File: src/rtl/pfe_pkg.sv
package pfe_pkg;

   // letter codes and key square geometry
   localparam int LETTER_W    = 5;
   localparam int SQUARE_SIDE = 5;
   localparam int CELLS       = SQUARE_SIDE * SQUARE_SIDE;
   localparam int IDX_W       = $clog2(SQUARE_SIDE);

   typedef logic [LETTER_W-1:0] letter_type;
   typedef logic [IDX_W-1:0]    idx_type;

   localparam letter_type LETTER_I      = letter_type'(8);
   localparam letter_type LETTER_J      = letter_type'(9);
   localparam letter_type FILLER_RESET  = letter_type'(23);

   // register file layout
   localparam int ROWS_W     = 2 * SQUARE_SIDE * LETTER_W;
   localparam int ROW_W      = SQUARE_SIDE * LETTER_W;
   localparam int CFG_DATA_W = 64;
   localparam int CFG_ADDR_W = 5;
   localparam int REG_IDX_W  = 2;

   typedef logic [REG_IDX_W-1:0] reg_idx_type;

   localparam reg_idx_type REG_ROWS_A = 2'd0;
   localparam reg_idx_type REG_ROWS_B = 2'd1;
   localparam reg_idx_type REG_ROW_C  = 2'd2;
   localparam reg_idx_type REG_FILLER = 2'd3;

   // one enciphered pair
   typedef struct packed {
      letter_type c0;
      letter_type c1;
      logic       miss;
   } pair_out_type;

   // fold J onto I
   function automatic letter_type fold(input letter_type c);
      return (c == LETTER_J) ? LETTER_I : c;
   endfunction

endpackage

File: src/rtl/pfe_channels.sv
interface pfe_req_if
   import pfe_pkg::*;
();
   logic       valid;
   logic       ready;
   letter_type letter;
   logic       end_of_text;

   modport source (output valid, letter, end_of_text, input ready);
   modport sink (input valid, letter, end_of_text, output ready);
endinterface

interface pfe_rsp_if
   import pfe_pkg::*;
();
   logic       valid;
   logic       ready;
   letter_type cipher_letter;
   logic       last_of_run;
   logic       end_of_message;
   logic       not_found;

   modport source (output valid, cipher_letter, last_of_run, end_of_message, not_found,
                   input ready);
   modport sink (input valid, cipher_letter, last_of_run, end_of_message, not_found,
                 output ready);
endinterface

File: src/rtl/pfe_pair.sv
module pfe_pair
   import pfe_pkg::*;
(
   input  logic [CELLS*LETTER_W-1:0] square,
   input  letter_type                a,
   input  letter_type                b,
   output pair_out_type              result
);

   typedef struct packed {
      logic    found;
      idx_type row;
      idx_type col;
   } pos_type;

   letter_type grid [SQUARE_SIDE][SQUARE_SIDE];
   pos_type    pos_a;
   pos_type    pos_b;
   idx_type    row_a_nx;
   idx_type    row_b_nx;
   idx_type    col_a_nx;
   idx_type    col_b_nx;

   // unpack the square, row-major
   always_comb begin
      for (int r = 0; r < SQUARE_SIDE; r++) begin
         for (int c = 0; c < SQUARE_SIDE; c++) begin
            grid[r][c] = square[(r*SQUARE_SIDE + c)*LETTER_W +: LETTER_W];
         end
      end
   end

   // first match in row-major order wins, so scan backwards
   function automatic pos_type locate(input letter_type key,
                                      input logic [CELLS*LETTER_W-1:0] sq);
      pos_type p;
      p = '0;
      for (int r = SQUARE_SIDE - 1; r >= 0; r--) begin
         for (int c = SQUARE_SIDE - 1; c >= 0; c--) begin
            if (sq[(r*SQUARE_SIDE + c)*LETTER_W +: LETTER_W] == key) begin
               p.found = 1'b1;
               p.row   = idx_type'(r);
               p.col   = idx_type'(c);
            end
         end
      end
      return p;
   endfunction

   assign pos_a = locate(a, square);
   assign pos_b = locate(b, square);

   // cyclic neighbors
   assign row_a_nx = (pos_a.row == idx_type'(SQUARE_SIDE - 1)) ? '0 : pos_a.row + idx_type'(1);
   assign row_b_nx = (pos_b.row == idx_type'(SQUARE_SIDE - 1)) ? '0 : pos_b.row + idx_type'(1);
   assign col_a_nx = (pos_a.col == idx_type'(SQUARE_SIDE - 1)) ? '0 : pos_a.col + idx_type'(1);
   assign col_b_nx = (pos_b.col == idx_type'(SQUARE_SIDE - 1)) ? '0 : pos_b.col + idx_type'(1);

   // same row, same column or rectangle
   always_comb begin
      result.miss = !(pos_a.found && pos_b.found);
      result.c0   = '0;
      result.c1   = '0;
      if (!result.miss) begin
         if (pos_a.row == pos_b.row) begin
            result.c0 = grid[pos_a.row][col_a_nx];
            result.c1 = grid[pos_b.row][col_b_nx];
         end else if (pos_a.col == pos_b.col) begin
            result.c0 = grid[row_a_nx][pos_a.col];
            result.c1 = grid[row_b_nx][pos_b.col];
         end else begin
            result.c0 = grid[pos_a.row][pos_b.col];
            result.c1 = grid[pos_b.row][pos_a.col];
         end
      end
   end

endmodule

File: src/rtl/playfair_digraph_encrypt.sv
// Playfair digraph encryptor over a 5x5 key square set by registers. A letter is
// taken on every cycle that the request register is free; a request that completes
// a pair gives two results, a doubled letter at end of text gives four, and a lone
// letter not at end of text gives none. Results leave one per cycle while the output
// port is ready, so the output port sets the sustained rate. A request passes through
// the request register, then the result register, and a new request is taken while
// earlier results still wait. Square lookups are parallel compares against all 25
// entries. The square and filler must be written over APB only while the block is
// idle; the block itself does not enforce this.
module playfair_digraph_encrypt
   import pfe_pkg::*;
(
   input  logic                  clock,
   input  logic                  reset,
   input  logic                  psel,
   input  logic                  penable,
   input  logic                  pwrite,
   input  logic [CFG_ADDR_W-1:0] paddr,
   input  logic [CFG_DATA_W-1:0] pwdata,
   output logic [CFG_DATA_W-1:0] prdata,
   output logic                  pready,
   pfe_req_if.sink               req_if,
   pfe_rsp_if.source             rsp_if
);

   typedef struct packed {
      letter_type a0;
      letter_type b0;
      letter_type a1;
      letter_type b1;
      logic       last0;
      logic       eom0;
      logic       two;
   } job_type;

   logic [ROWS_W-1:0] rows_a_ff;
   logic [ROWS_W-1:0] rows_b_ff;
   logic [ROW_W-1:0]  row_c_ff;
   letter_type        filler_ff;
   reg_idx_type       reg_idx;
   logic              wr_en;

   logic              pend_v_ff, pend_v_in;
   letter_type        pend_ff, pend_in;
   letter_type        c_in;
   letter_type        fill;
   logic              has_out;
   logic              req_fire;

   logic              s1_v_ff;
   job_type           s1_job_ff, s1_job_in;
   logic              s1_move;

   pair_out_type      pair0;
   pair_out_type      pair1;

   logic              s2_v_ff;
   logic              two_ff;
   logic [1:0]        idx_ff;
   letter_type        res_letter_ff [4];
   logic [3:0]        res_nf_ff;
   logic [3:0]        res_last_ff;
   logic [3:0]        res_eom_ff;
   logic              rsp_fire;
   logic              s2_done;
   logic              s2_free;

   // configuration registers
   assign pready  = 1'b1;
   assign reg_idx = paddr[CFG_ADDR_W-1:3];
   assign wr_en   = psel && penable && pwrite;

   always_ff @(posedge clock) begin
      if (reset) begin
         rows_a_ff <= '0;
         rows_b_ff <= '0;
         row_c_ff  <= '0;
         filler_ff <= FILLER_RESET;
      end else if (wr_en) begin
         unique case (reg_idx)
            REG_ROWS_A: rows_a_ff <= pwdata[ROWS_W-1:0];
            REG_ROWS_B: rows_b_ff <= pwdata[ROWS_W-1:0];
            REG_ROW_C:  row_c_ff  <= pwdata[ROW_W-1:0];
            REG_FILLER: filler_ff <= pwdata[LETTER_W-1:0];
            default:    ;
         endcase
      end
   end

   // register read back
   always_comb begin
      unique case (reg_idx)
         REG_ROWS_A: prdata = CFG_DATA_W'(rows_a_ff);
         REG_ROWS_B: prdata = CFG_DATA_W'(rows_b_ff);
         REG_ROW_C:  prdata = CFG_DATA_W'(row_c_ff);
         REG_FILLER: prdata = CFG_DATA_W'(filler_ff);
         default:    prdata = '0;
      endcase
   end

   // pairing of incoming letters
   assign c_in     = fold(req_if.letter);
   assign fill     = fold(filler_ff);
   assign req_fire = req_if.valid && req_if.ready;

   always_comb begin
      s1_job_in       = '0;
      s1_job_in.last0 = 1'b1;
      has_out         = 1'b1;
      pend_v_in       = 1'b0;
      pend_in         = '0;
      if (!pend_v_ff) begin
         s1_job_in.a0   = c_in;
         s1_job_in.b0   = fill;
         s1_job_in.eom0 = 1'b1;
         if (!req_if.end_of_text) begin
            has_out   = 1'b0;
            pend_v_in = 1'b1;
            pend_in   = c_in;
         end
      end else if (c_in == pend_ff) begin
         // doubled letter: filler goes in, letter stays pending unless the text ends
         s1_job_in.a0    = pend_ff;
         s1_job_in.b0    = fill;
         s1_job_in.last0 = !req_if.end_of_text;
         s1_job_in.a1    = c_in;
         s1_job_in.b1    = fill;
         s1_job_in.two   = req_if.end_of_text;
         if (!req_if.end_of_text) begin
            pend_v_in = 1'b1;
            pend_in   = c_in;
         end
      end else begin
         s1_job_in.a0   = pend_ff;
         s1_job_in.b0   = c_in;
         s1_job_in.eom0 = req_if.end_of_text;
      end
   end

   always_ff @(posedge clock) begin
      if (reset) begin
         pend_v_ff <= 1'b0;
         pend_ff   <= '0;
      end else if (req_fire) begin
         pend_v_ff <= pend_v_in;
         pend_ff   <= pend_in;
      end
   end

   // request register
   assign rsp_fire = rsp_if.valid && rsp_if.ready;
   assign s2_done  = rsp_fire && (idx_ff == {two_ff, 1'b1});
   assign s2_free  = !s2_v_ff || s2_done;
   assign s1_move  = s1_v_ff && s2_free;
   assign req_if.ready = !s1_v_ff || s2_free;

   always_ff @(posedge clock) begin
      if (reset) begin
         s1_v_ff <= 1'b0;
      end else if (req_fire) begin
         s1_v_ff <= has_out;
      end else if (s1_move) begin
         s1_v_ff <= 1'b0;
      end
   end

   always_ff @(posedge clock) begin
      if (req_fire) begin
         s1_job_ff <= s1_job_in;
      end
   end

   // encipher both pairs
   pfe_pair u_pair0 (
      .square ({row_c_ff, rows_b_ff, rows_a_ff}),
      .a      (s1_job_ff.a0),
      .b      (s1_job_ff.b0),
      .result (pair0)
   );

   pfe_pair u_pair1 (
      .square ({row_c_ff, rows_b_ff, rows_a_ff}),
      .a      (s1_job_ff.a1),
      .b      (s1_job_ff.b1),
      .result (pair1)
   );

   // result register control
   always_ff @(posedge clock) begin
      if (reset) begin
         s2_v_ff <= 1'b0;
         two_ff  <= 1'b0;
         idx_ff  <= '0;
      end else if (s1_move) begin
         s2_v_ff <= 1'b1;
         two_ff  <= s1_job_ff.two;
         idx_ff  <= '0;
      end else if (s2_done) begin
         s2_v_ff <= 1'b0;
      end else if (rsp_fire) begin
         idx_ff <= idx_ff + 2'd1;
      end
   end

   // result register payload
   always_ff @(posedge clock) begin
      if (s1_move) begin
         res_letter_ff[0] <= pair0.c0;
         res_letter_ff[1] <= pair0.c1;
         res_letter_ff[2] <= pair1.c0;
         res_letter_ff[3] <= pair1.c1;
         res_nf_ff        <= {pair1.miss, pair1.miss, pair0.miss, pair0.miss};
         res_last_ff      <= {1'b1, 1'b0, s1_job_ff.last0, 1'b0};
         res_eom_ff       <= {1'b1, 1'b0, s1_job_ff.eom0, 1'b0};
      end
   end

   assign rsp_if.valid          = s2_v_ff;
   assign rsp_if.cipher_letter  = res_letter_ff[idx_ff];
   assign rsp_if.last_of_run    = res_last_ff[idx_ff];
   assign rsp_if.end_of_message = res_eom_ff[idx_ff];
   assign rsp_if.not_found      = res_nf_ff[idx_ff];

`ifndef ASSERT_OFF
   // a result that is not the last of its request is followed by another
   a_run_continues: assert property (@(posedge clock) disable iff (reset)
      rsp_fire && !rsp_if.last_of_run |=> rsp_if.valid)
      else $error("result run ended early");

   // a blocked request register keeps its pair
   a_s1_holds: assert property (@(posedge clock) disable iff (reset)
      s1_v_ff && !s2_free |=> s1_v_ff && $stable(s1_job_ff))
      else $error("request register lost its pair");

   // a single pair never walks past its second result
   a_idx_range: assert property (@(posedge clock) disable iff (reset)
      s2_v_ff && !two_ff |-> !idx_ff[1])
      else $error("result index past single pair");
`endif

endmodule
File: src/flat_wrapper.sv
// flat-port wrapper written by rule: the top's interface ports become plain ports
module playfair_digraph_encrypt_flat import pfe_pkg::*;
  (clock, reset, psel, penable, pwrite, paddr, pwdata, prdata, pready, req_if_valid, req_if_letter, req_if_end_of_text, req_if_ready, rsp_if_valid, rsp_if_cipher_letter, rsp_if_last_of_run, rsp_if_end_of_message, rsp_if_not_found, rsp_if_ready);
  pfe_req_if req_if_i ();
  pfe_rsp_if rsp_if_i ();
  input  logic clock;
  input  logic reset;
  input  logic psel;
  input  logic penable;
  input  logic pwrite;
  input  logic [CFG_ADDR_W-1:0] paddr;
  input  logic [CFG_DATA_W-1:0] pwdata;
  output logic [CFG_DATA_W-1:0] prdata;
  output logic pready;
  input wire logic [$bits(req_if_i.valid)-1:0] req_if_valid;
  input wire logic [$bits(req_if_i.letter)-1:0] req_if_letter;
  input wire logic [$bits(req_if_i.end_of_text)-1:0] req_if_end_of_text;
  output wire logic [$bits(req_if_i.ready)-1:0] req_if_ready;
  output wire logic [$bits(rsp_if_i.valid)-1:0] rsp_if_valid;
  output wire logic [$bits(rsp_if_i.cipher_letter)-1:0] rsp_if_cipher_letter;
  output wire logic [$bits(rsp_if_i.last_of_run)-1:0] rsp_if_last_of_run;
  output wire logic [$bits(rsp_if_i.end_of_message)-1:0] rsp_if_end_of_message;
  output wire logic [$bits(rsp_if_i.not_found)-1:0] rsp_if_not_found;
  input wire logic [$bits(rsp_if_i.ready)-1:0] rsp_if_ready;
  assign req_if_i.valid = req_if_valid;
  assign req_if_i.letter = req_if_letter;
  assign req_if_i.end_of_text = req_if_end_of_text;
  assign req_if_ready = req_if_i.ready;
  assign rsp_if_valid = rsp_if_i.valid;
  assign rsp_if_cipher_letter = rsp_if_i.cipher_letter;
  assign rsp_if_last_of_run = rsp_if_i.last_of_run;
  assign rsp_if_end_of_message = rsp_if_i.end_of_message;
  assign rsp_if_not_found = rsp_if_i.not_found;
  assign rsp_if_i.ready = rsp_if_ready;
  playfair_digraph_encrypt u_core (.clock(clock), .reset(reset), .psel(psel), .penable(penable), .pwrite(pwrite), .paddr(paddr), .pwdata(pwdata), .prdata(prdata), .pready(pready), .req_if(req_if_i), .rsp_if(rsp_if_i));
endmodule
File: config.mk
export PLATFORM = sky130hd
export DESIGN_NAME = playfair_digraph_encrypt_flat
export DESIGN_NICKNAME = d
export VERILOG_FILES = /design/src/rtl/pfe_pkg.sv /design/src/rtl/pfe_channels.sv /design/src/rtl/pfe_pair.sv /design/src/rtl/playfair_digraph_encrypt.sv /design/src/flat_wrapper.sv
export SDC_FILE = /design/constraint.sdc
export NUM_CORES = 2
export LEC_CHECK = 0
export BUFFER_PORTS_ARGS = -buffer_cell sky130_fd_sc_hd__buf_2
export CELL_PAD_IN_SITES_DETAIL_PLACEMENT = 2
export CELL_PAD_IN_SITES_GLOBAL_PLACEMENT = 2
export CORE_MARGIN = 2
export CORE_UTILIZATION = 40
export CTS_CLUSTER_SIZE = 40
export DETAILED_ROUTE_END_ITERATION = 16
export PLACE_DENSITY = 0.91
export SLEW_MARGIN = 10
export SYNTH_ARGS = -nofsm -noshare
export SYNTH_HDL_FRONTEND = slang
export SYNTH_HIERARCHICAL = 1
export SYNTH_SLANG_ARGS = --single-unit
File: constraint.sdc
create_clock -name clock -period 10.05 [get_ports clock]
set_input_delay 0.5025 -clock clock [delete_from_list [all_inputs] [get_ports clock]]
set_output_delay 0.5025 -clock clock [all_outputs]
set_load 0.01 [all_outputs]
==> results of run 1 <==
synth_stat cells, types with 41 or more instances:
| library cell | number |
|---|---|
| inv_1 | 65 |
| o21ai_0 | 136 |
| buf_4 | 77 |
| o22ai_1 | 68 |
| nor3_1 | 130 |
| a22o_1 | 41 |
| and3_1 | 57 |
| nand2_1 | 602 |
| xor2_1 | 258 |
| xnor2_1 | 268 |
| edfxtp_1 | 47 |
| dfxtp_1 | 143 |
| mux2i_1 | 161 |
| a22oi_1 | 94 |
| buf_2 | 111 |
| a32oi_1 | 42 |
| nand3_1 | 179 |
| nor2_1 | 154 |
| a21oi_1 | 275 |
| clkbuf_1 | 195 |
stage by stage:
stage | std cells | hold slack [ps] | cell area (sq um) | utilization | setup slack, ps
after CTS | 4665 | 195 | 29400 | 0.428 | 2820
after floorplan | 3834 | 400 | 27700 | - | 5340
after global placement | 4633 | 402 | 28700 | 0.419 | 3370
after detailed placement | 4633 | 434 | 28700 | 0.419 | 3110
kinds of logic after synthesis:
family	synth area share
adder cells (fa/ha/maj)	0.00723
buffers and inverters	0.0967
AND/OR/NAND/NOR	0.236
AO/OA/AOI/OAI	0.247
multiplexers	0.0925
other	0.000271
flip-flops	0.154
XOR/XNOR	0.166
per-layer routing:
metal	global-route usage	GRT overflow
met1	0.782	0
met2	0.883	10
met3	0.704	3
met4	0.771	8
met5	0.570	0
==> flow_summary.yaml, run 1 <==
synthesis:
  synthFlopType: "dfxtp_1"
  yosysWarningCount: 6
  postSynthAreaPerCell_sq_um: 7.25
  yosysTopAreaCell: "dfxtp_1"
  synthDistinctLibCells: 107
  synth_top_area_frac: 0.103
  yosys-top-cells-area: "dfxtp_1 10%, xnor2_1 8.5%, nand2_1 8.2%, xor2_1 8.2%, mux2i_1 5.8%"
  synth-seq-area-share: 0.154
  synth_edf_count: 47
  netlist_instances: 3821
  syn_area_sq_um: 27700
  async_flop_share: 0
  ys_ff_latch: 190
clock_tree:
  cts_buffers: 17
  clockBufferDepth: 2
  post_cts_resize_count: 0
  root_buffer: "clkbuf_16"
  ctsHoldBuffers: 0
  cts_sinks: 190
  cts_setup_buffers: 0
  cts_max_level: 4
outcome:
  outcome: "aborted with a tool error"
  error_line: "[ERROR GRT-0232] Routing congestion too high. Check the congestion heatmap in the GUI."
  stop_stage: "global routing"
global_route:
  grt-ovfl-total: 21
  track_usage: 0.786
  grt_max_degree: 81
  antenna_found_initial: 52
placed_design:
  gp_congestion: 1.05
  portBuffers: 124
  hpwlAfterDp_mm: 135
floorplanning:
  die_w_um: 267
  die_h_um: 267
  initial_utilization: 0.404
  num_rows: 96
  ioPinCount: 157
==> run 2, diff against run 1 <==
--- a/config.mk
+++ b/config.mk
@@ -6,13 +6,10 @@
 export NUM_CORES = 2
 export LEC_CHECK = 0
 export BUFFER_PORTS_ARGS = -buffer_cell sky130_fd_sc_hd__buf_2
-export CELL_PAD_IN_SITES_DETAIL_PLACEMENT = 2
-export CELL_PAD_IN_SITES_GLOBAL_PLACEMENT = 2
 export CORE_MARGIN = 2
 export CORE_UTILIZATION = 40
-export CTS_CLUSTER_SIZE = 40
 export DETAILED_ROUTE_END_ITERATION = 16
-export PLACE_DENSITY = 0.91
+export PLACE_DENSITY_LB_ADDON = 0.15
 export SLEW_MARGIN = 10
 export SYNTH_ARGS = -nofsm -noshare
 export SYNTH_HDL_FRONTEND = slang
==> flow_summary.yaml, run 2 <==
outcome:
  outcome: "finished, final reports clean"
floorplanning:
  die_area_sq_um: 71300
  die_w_um: 267
  ioPinCount: 157
  core_area_sq_um: 68600
  num_rows: 96
  die_h_um: 267
  initial_utilization: 0.404
detailed_routing:
  top_layer: "met5"
  vias_per_cell: 7.08
  wl_met3_mm: 27.5
  dr_wl_met2_mm: 63.1
  route.layer.met1.wl_mm: 60.6
  final_antenna_net_count: 0
  wl_per_cell_um: 35.6
  drc: 0
  drt_first_pass_iters: 7
  routed_wl_mm: 166
  drt-initial-drc-count: 6599
  vias: 33000
timing:
  fin_crit_sh: 0.736
  rsz0062_at_grt: "false"
  setup_viol: 0
  worst_clock_skew_ps: 23.4
  final-hold-violation-count: 0
  layout_min_cycle_time_ps: 7400
  setup_ws_ps: 2650
  setup_tns_ps: 0
  clock.fmax_ghz: 0.135
  max_slew_margin: 0.120
  drv_slew: 0
  tightestPinTransition_ps: 1320
clock_tree:
  ctsHoldBuffers: 0
  root_buffer: "clkbuf_16"
  clockBufferDepth: 2
  cts_buffers: 17
  cts_sinks: 190
  cts_max_level: 4
  insertion_delay_ps: 520
  path_clk_slew_ps: 90
  cts_tree: "yes"
  cts_setup_buffers: 0
  post_cts_resize_count: 0
synthesis:
  synthFlopType: "dfxtp_1"
  muxShareOfSynthArea: 0.0925
  synth_top_family_by_area: "compound AO/OA/AOI/OAI gates"
  synth_simple_gate_area_frac: 0.236
  yosys-top-cells-count: "602 x nand2_1, 275 x a21oi_1, 268 x xnor2_1"
  synthDistinctLibCells: 107
  yosysTopAreaCell: "dfxtp_1"
  synth-seq-area-share: 0.154
  synth_top_area_frac: 0.103
  synth_xor_area_frac: 0.166
  synth-adder-area-share: 0.00723
  ys_ff_latch: 190
  synth.most_common_cell: "nand2_1"
  netlist_instances: 3821
  postSynthAreaPerCell_sq_um: 7.25
  yosys-top-cells-area: "dfxtp_1 10%, xnor2_1 8.5%, nand2_1 8.2%, xor2_1 8.2%, mux2i_1 5.8%"
  syn_area_sq_um: 27700
  synth_edf_count: 47
  yosysWarningCount: 6
  async_flop_share: 0
  synth-compound-area-share: 0.247
global_route:
  antenna_found_initial: 10
  grt_pass1_wl_mm: 227
  grt_max_degree: 77
  grt-ovfl-total: 0
  track_usage: 0.451
  grt_pass1_vias: 29000
finish:
  syn_to_final_growth_pct: 5.98
  final_nets: 3815
  final_cell_mix: "602 x nand2_1, 275 x a21oi_1, 268 x xnor2_1"
  reg_top3: "u_core/rows_a_ff x50, u_core/rows_b_ff x50, u_core/row_c_ff x25"
  drive_above_1_share: 0.146
  fin_cells: 4668
  final_common_cell: "nand2_1"
placed_design:
  post-place-ws_ps: 3140
  dpl.cell_count: 4629
  gp_congestion: 1.09
  portBuffers: 124
  hpwlAfterDp_mm: 108
worst_setup_path:
  crit_fanout: 23
  end_kind: "flop"
  crit_start: "u_core/s1_job_ff[20]"
  cp_slowest_cell: "edfxtp_1"
  critical-path-max-stage-delay_ps: 880
  timing_worst_setup_path_type: "reg2reg"
  cp_data_arrival_time_ps: 7620
  reg2reg_from: "u_core/s1_job_ff[20]"
  cp.required_ps: 10270
  crit_chain: "buf_4 > xnor2_1 > nand3_1 > nor3_1 > or4_4 > or4_1 > nor2_8 > ha_1 > nor2_1 > and3_1 > nor2_1 > nand3_1 > a221o_1 > a211oi_1 > nor3_1 > a211oi_1"
  cp-start-kind: "flop"
power_and_ir_drop:
  p_total_mw: 3.61
  ir_worst_vdd_mv: 0.142
  leakagePower_nw: 10.4
  power_density_nw_per_um2: 123
hold_path:
  min_from: "pwdata[48]"
  min_path_type: "in2reg"
run:
  drv_cap: 0
==> run 2: metrics by stage <==
stage | instance area, sq um | hold slack (ps) | utilization
final | 29300 | 214 | 0.428
after global routing | 29300 | 223 | 0.428
after CTS | 29300 | 197 | 0.428
after detailed placement | 28700 | 449 | 0.418
after global placement | 28700 | 443 | 0.418
after floorplan | 27700 | 400 | -
==> run 2: worst paths after layout <==
path,endpoint,slack (ps),depth (start not counted)
worst max-delay path,u_core/res_letter_ff[0][3],2650,16
worst min-delay path,u_core/rows_b_ff[48],210,3
worst max register to register,u_core/res_letter_ff[0][3],2650,16
worst min register to register,u_core/row_c_ff[15],460,2
==> run 2: cell type report <==
type	count	area (sq um)
Antenna cell	7	17.5
Clock buffer	17	425
Clock inverter	15	201
Fill cell	7200	39200
Inverter	79	302
Multi-Input combinational cell	3112	20900
Sequential cell	190	4280
Tap cell	931	1160
Timing Repair Buffer	317	2070
==> run 2: critical path: cells and delay by family, from the launching register on <==
family / cells / cell delay [ps]
compound gates: 3 / 1370
xor+xnor: 1 / 120
fa+ha+maj: 1 / 330
buf+inv: 1 / 420
flops: 1 / 880
simple gates: 10 / 3930
==> run 2: per-layer routing <==
layer,vias to the layer above,global-route usage
met4,14,0.333
met3,846,0.192
li1,13500,-
met2,3176,0.606
met1,15500,0.565
met5,-,0
==> run 2: kinds of logic (layout without fill, tap and decap cells) <==
kind of cell	after synthesis	after routing
simple gates	1348	1348
compound gates	985	985
fa+ha+maj	16	16
buf+inv	532	428
xor+xnor	526	526
flops	190	190
mux	222	222
other cells	2	22
==> run 2: report_power, final <==
part | switching (mW) | internal, mW | leakage, nW | total [mW]
combinational | 1.35 | 0.619 | 8.49 | 1.97
clock | 0.434 | 0.345 | 0.302 | 0.779
sequential | 0.0406 | 0.817 | 1.60 | 0.858
total | 1.83 | 1.78 | 10.4 | 3.61
(Power assumes the default switching activity.)
